<file path="src/sv/cna_pkg.sv">
// Shared widths, types and saturation helpers for the complex number ALU.
package cna_pkg;

  localparam int unsigned DataWidth = 16;
  localparam int unsigned FracBits  = 8;
  localparam int unsigned ProdWidth = 2 * DataWidth;
  localparam int unsigned SumWidth  = ProdWidth + 1;
  localparam int unsigned RemWidth  = 3 * DataWidth;

  typedef enum logic [1:0] {
    ActAdd = 2'd0,
    ActSub = 2'd1,
    ActMul = 2'd2,
    ActDiv = 2'd3
  } cna_action_e;

  typedef struct packed {
    cna_action_e                 action;
    logic signed [DataWidth-1:0] a_real;
    logic signed [DataWidth-1:0] a_imag;
    logic signed [DataWidth-1:0] b_real;
    logic signed [DataWidth-1:0] b_imag;
  } cna_in_t;

  typedef struct packed {
    logic signed [DataWidth-1:0] res_real;
    logic signed [DataWidth-1:0] res_imag;
    logic                        overflow;
    logic                        div_by_zero;
    logic                        mag_less;
    logic                        mag_greater;
    logic                        parts_equal;
  } cna_out_t;

  typedef struct packed {
    logic                 neg;
    logic                 presat;
    logic [RemWidth-1:0]  rem;
    logic [DataWidth-1:0] quo;
  } cna_lane_t;

  typedef struct packed {
    logic                valid;
    logic                is_div;
    cna_out_t            res;
    logic [RemWidth-1:0] den_sh;
    cna_lane_t           lane_r;
    cna_lane_t           lane_i;
  } cna_pipe_t;

  typedef struct packed {
    logic [DataWidth-1:0] value;
    logic                 ovf;
  } cna_sat_t;

  function automatic cna_sat_t sat_wide(input logic signed [SumWidth-1:0] v);
    cna_sat_t                   r;
    logic signed [SumWidth-1:0] hi;
    logic signed [SumWidth-1:0] lo;
    hi = $signed({{(SumWidth-DataWidth+1){1'b0}}, {(DataWidth-1){1'b1}}});
    lo = $signed({{(SumWidth-DataWidth+1){1'b1}}, {(DataWidth-1){1'b0}}});
    if (v > hi) begin
      r.value = hi[DataWidth-1:0];
      r.ovf   = 1'b1;
    end else if (v < lo) begin
      r.value = lo[DataWidth-1:0];
      r.ovf   = 1'b1;
    end else begin
      r.value = v[DataWidth-1:0];
      r.ovf   = 1'b0;
    end
    return r;
  endfunction

  function automatic cna_sat_t sat_quo(input logic neg, input logic presat,
                                       input logic [DataWidth-1:0] q);
    cna_sat_t             r;
    logic [DataWidth-1:0] lim;
    lim = {1'b1, {(DataWidth-1){1'b0}}};
    if (neg) begin
      if (presat || q > lim) begin
        r.value = lim;
        r.ovf   = 1'b1;
      end else begin
        r.value = ~q + DataWidth'(1);
        r.ovf   = 1'b0;
      end
    end else begin
      if (presat || q >= lim) begin
        r.value = lim - DataWidth'(1);
        r.ovf   = 1'b1;
      end else begin
        r.value = q;
        r.ovf   = 1'b0;
      end
    end
    return r;
  endfunction

endpackage

</file>
<file path="src/sv/cna_div_step.sv">
// One restoring division step for the real and imaginary quotient lanes.
module cna_div_step (
  input  logic               clk_i,
  input  logic               rst_ni,
  input  cna_pkg::cna_pipe_t pipe_i,
  output cna_pkg::cna_pipe_t pipe_o
);

  cna_pkg::cna_pipe_t pipe_d, pipe_q;
  logic               valid_q;

  function automatic cna_pkg::cna_lane_t lane_step(input cna_pkg::cna_lane_t l,
      input logic [cna_pkg::RemWidth-1:0] d);
    cna_pkg::cna_lane_t r;
    logic               take;
    r    = l;
    take = l.rem >= d;
    if (take) begin
      r.rem = l.rem - d;
    end
    r.quo = {l.quo[cna_pkg::DataWidth-2:0], take};
    return r;
  endfunction

  always_comb begin
    pipe_d        = pipe_i;
    pipe_d.lane_r = lane_step(pipe_i.lane_r, pipe_i.den_sh);
    pipe_d.lane_i = lane_step(pipe_i.lane_i, pipe_i.den_sh);
    pipe_d.den_sh = pipe_i.den_sh >> 1;
  end

  always_ff @(posedge clk_i or negedge rst_ni) begin
    if (!rst_ni) begin
      valid_q <= 1'b0;
    end else begin
      valid_q <= pipe_i.valid;
    end
  end

  always_ff @(posedge clk_i) begin
    pipe_q <= pipe_d;
  end

  always_comb begin
    pipe_o       = pipe_q;
    pipe_o.valid = valid_q;
  end

endmodule

</file>
<file path="config.mk">
export PLATFORM = sky130hd
export DESIGN_NAME = cna_div_step
export DESIGN_NICKNAME = d
export VERILOG_FILES = /design/src/sv/cna_pkg.sv /design/src/sv/cna_div_step.sv
export SDC_FILE = /design/constraint.sdc
export NUM_CORES = 1
export LEC_CHECK = 0
export BUFFER_PORTS_ARGS = -buffer_cell sky130_fd_sc_hd__clkbuf_2
export CORE_AREA = 3 3 169 171
export CTS_CLUSTER_DIAMETER = 200
export DETAILED_ROUTE_END_ITERATION = 16
export DIE_AREA = 0 0 172 174
export GPL_ROUTABILITY_DRIVEN = 0
export GPL_TIMING_DRIVEN = 0
export HOLD_SLACK_MARGIN = 0.06
export PLACE_DENSITY = 0.69
export SYNTH_ARGS = -nofsm -noshare
export SYNTH_HDL_FRONTEND = slang
export SYNTH_SLANG_ARGS = --single-unit
export TNS_END_PERCENT = 30
</file>
<file path="constraint.sdc">
create_clock -name clk_i -period 0.8 [get_ports clk_i]
set_clock_uncertainty 0.05 [all_clocks]
set_input_delay 0.12 -clock clk_i [delete_from_list [all_inputs] [get_ports clk_i]]
set_output_delay 0.12 -clock clk_i [all_outputs]
set_load 0.05 [all_outputs]
</file>
==> flow_summary.json <==
{
  "status": "finished with violations",
  "violations": "hold timing, setup timing",
  "grt.total_usage": 0.309,
  "power_density_nw_per_um2": 2130,
  "hold_depth": 1,
  "numCtsBuffers": 24,
  "drt_pass1_iterations": 5,
  "grt_max_degree": 14,
  "postRouteAntennaNets": 0,
  "leakage_nw": 9.47,
  "gr-total-overflow": 0,
  "slew_violations": 0,
  "fin_ws_ns": -1.76,
  "die_w_um": 172,
  "ios": 440,
  "grt_setup_unrepaired": "true",
  "hold_viol": 3,
  "min_period_ns": 2.56,
  "cp.arrival_ns": 2.91,
  "tightest_slew_ns": 0.525,
  "routedWlPerCell_um": 22.2,
  "placed_cell_area_um2": 14000,
  "antenna_found_initial": 5,
  "hold_end": "pipe_o[132]",
  "synth_cell_type_count": 71,
  "cts_tree": "yes",
  "fin_crit_sh": 3.20,
  "ys_ff_latch": 218,
  "final_common_cell": "clkbuf_2",
  "ys.flop_type": "dfxtp_1",
  "synth_area_per_cell_um2": 9.41,
  "grt_pass1_vias": 13000,
  "nNetsFinal": 2249,
  "synth.area.top_cells": "dfxtp_1 (38%), ha_1 (11%), mux2_4 (4.9%)",
  "synth_top_area_frac": 0.385,
  "drt_wl_total_um": 51000,
  "final_cell_count_no_fill": 2292,
  "path_class": "input pin to flip-flop",
  "async_reset_ff_frac": 0.00459,
  "coreArea_um2": 27000,
  "whs_ns": -0.249,
  "final_cell_mix": "clkbuf_2 (351), dlygate4sd3_1 (215), dfxtp_1 (149)",
  "total_power_mw": 43.0,
  "drive_above_1_share": 0.426,
  "slew_headroom": 0.647,
  "syn_nets": 1519,
  "start_util": 0.418,
  "seq_area_frac_synth": 0.387,
  "syn_inst": 1200,
  "ctsHtreeMaxLevel": 1,
  "cts.clk_slew.worst_paths_ns": 0.06,
  "area_delta_synth_final_pct": 78.5,
  "crit_path_end_kind": "flip-flop",
  "final.setup.tns_ns": -258.85,
  "fp-row-count": 60,
  "hold_class": "input pin to flip-flop",
  "maxCapViolCount": 0,
  "vias_per_cell": 5.55,
  "fin_area_um2": 20100,
  "start_kind": "input pin",
  "drc": 0,
  "io_buffer_count": 436,
  "die-height_um": 174,
  "synth_top_area_cell": "dfxtp_1",
  "clk_path_buf_depth": 3,
  "placed_cells": 1977,
  "drt_iter0_drc": 906,
  "hpwl_um": 32000,
  "cp_max_fo": 5,
  "crit_required_ns": 1.15,
  "grt_pass1_wl_um": 72700,
  "max_freq_mhz": 391,
  "peakVddDrop_mv": 1.60,
  "clkSinkCount": 218,
  "synthesis.area_um2": 11300,
  "synth_edf_count": 0,
  "root_buffer": "clkbuf_16",
  "setup_viol": 316,
  "hold_start": "pipe_i[133]",
  "yosys_warnings": 0,
  "dr_total_vias": 12700,
  "dieArea_um2": 29900
}
[how the worst max path moves through the flow]
stage               cells after the start  slack [ns]         from     endpoint
CTS                                    16       -1.70  pipe_i[149]  pipe_o[112]
detailed placement                     14       -3.33  pipe_i[153]  pipe_o[110]
global placement                       14       -3.35  pipe_i[153]  pipe_o[112]
global route                           16       -1.80   pipe_i[82]  pipe_o[116]
finish                                 14       -1.76  pipe_i[132]   pipe_o[58]
floorplan                              13       -1.88  pipe_i[152]  pipe_o[120]
[routing by layer]
layer	routed length, um	track usage	part of all wire	vias up
met4	3500	0.172	0.069	2
met3	4250	0.0614	0.083	232
met2	24600	0.531	0.48	721
li1	-	-	-	5755
met1	18600	0.356	0.36	6018
met5	17	0	0.00033	-
[synth_stat cells, drive strengths merged (6+ instances only)]
master	instances
and2	8
dfxtp	217
xnor2	52
nor2	65
o21bai	11
o21ai	58
nand2	76
a21oi	111
nand2b	9
a211oi	10
inv	78
o31ai	8
ha	96
xor2	32
a31o	6
mux2	71
and3	7
nor2b	13
nor3	19
nand4	25
or3	7
o211ai	8
clkbuf	25
buf	21
o21a	13
a21o	57
a31oi	18
nand3	29
[kinds of logic after synthesis]
family          count (synthesis)  synth area share
compound gates                334             0.192
xor+xnor                       84            0.0652
fa+ha+maj                      98             0.110
buf+inv                       124            0.0472
flops                         218             0.387
mux                            75            0.0867
other cells                     1          0.000332
simple gates                  266             0.112
[sequential cells by signal, summed over array words and instances, names as in the netlist]
| signal | count |
|---|---|
| pipe_o | 217 |
| valid_q | 1 |
[worst max-delay path, stage by stage]
cell and delay [ns]:
buf_8 0.10, ha_4 0.16, fa_2 0.42, nor2b_4 0.15, o31ai_4 0.09, a211oi_4 0.32, o21ai_2 0.13, a31oi_4 0.19
a211o_1 0.23, o31ai_4 0.10, a21oi_4 0.21, clkbuf_16 0.22, buf_12 0.13, mux2_4 0.31
[what timing repair did]
action                     CTS  global route
hold endpoints to repair   217             5
hold buffers               213             2
setup endpoints to repair  316           316
gates resized for setup    410           171
buffers inserted            38            15
pin swaps                   34            42
cloned                       8             4
[where the power goes]
| part | switching (mW) | leakage, nW | total, mW | internal (mW) |
|---|---|---|---|---|
| combinational | 10.4 | 7.21 | 18.2 | 7.83 |
| sequential | 0.583 | 1.84 | 12.8 | 12.2 |
| clock | 4.70 | 0.417 | 12.1 | 7.35 |
| total | 15.7 | 9.47 | 43.0 | 27.4 |
[cell type report]
type | count | area [um^2]
clock inverters | 11 | 164
multi-input cells | 858 | 7340
flip-flops and latches | 218 | 4450
plain buffers | 36 | 363
well taps | 341 | 427
clock buffers | 32 | 692
inverters | 78 | 325
repair buffers | 714 | 6370
diodes | 4 | 10.0
fillers | 1670 | 6880
[stage by stage]
stage	hold slack (ns)	util	worst slack, ns
floorplan	-0.226	-	-1.88
global placement	-0.154	0.518	-3.35
detailed placement	-0.153	0.518	-3.33
CTS	-0.264	0.721	-1.70
global route	-0.256	0.746	-1.80
finish	-0.249	0.746	-1.76
Power figures use the tool's default switching activity.
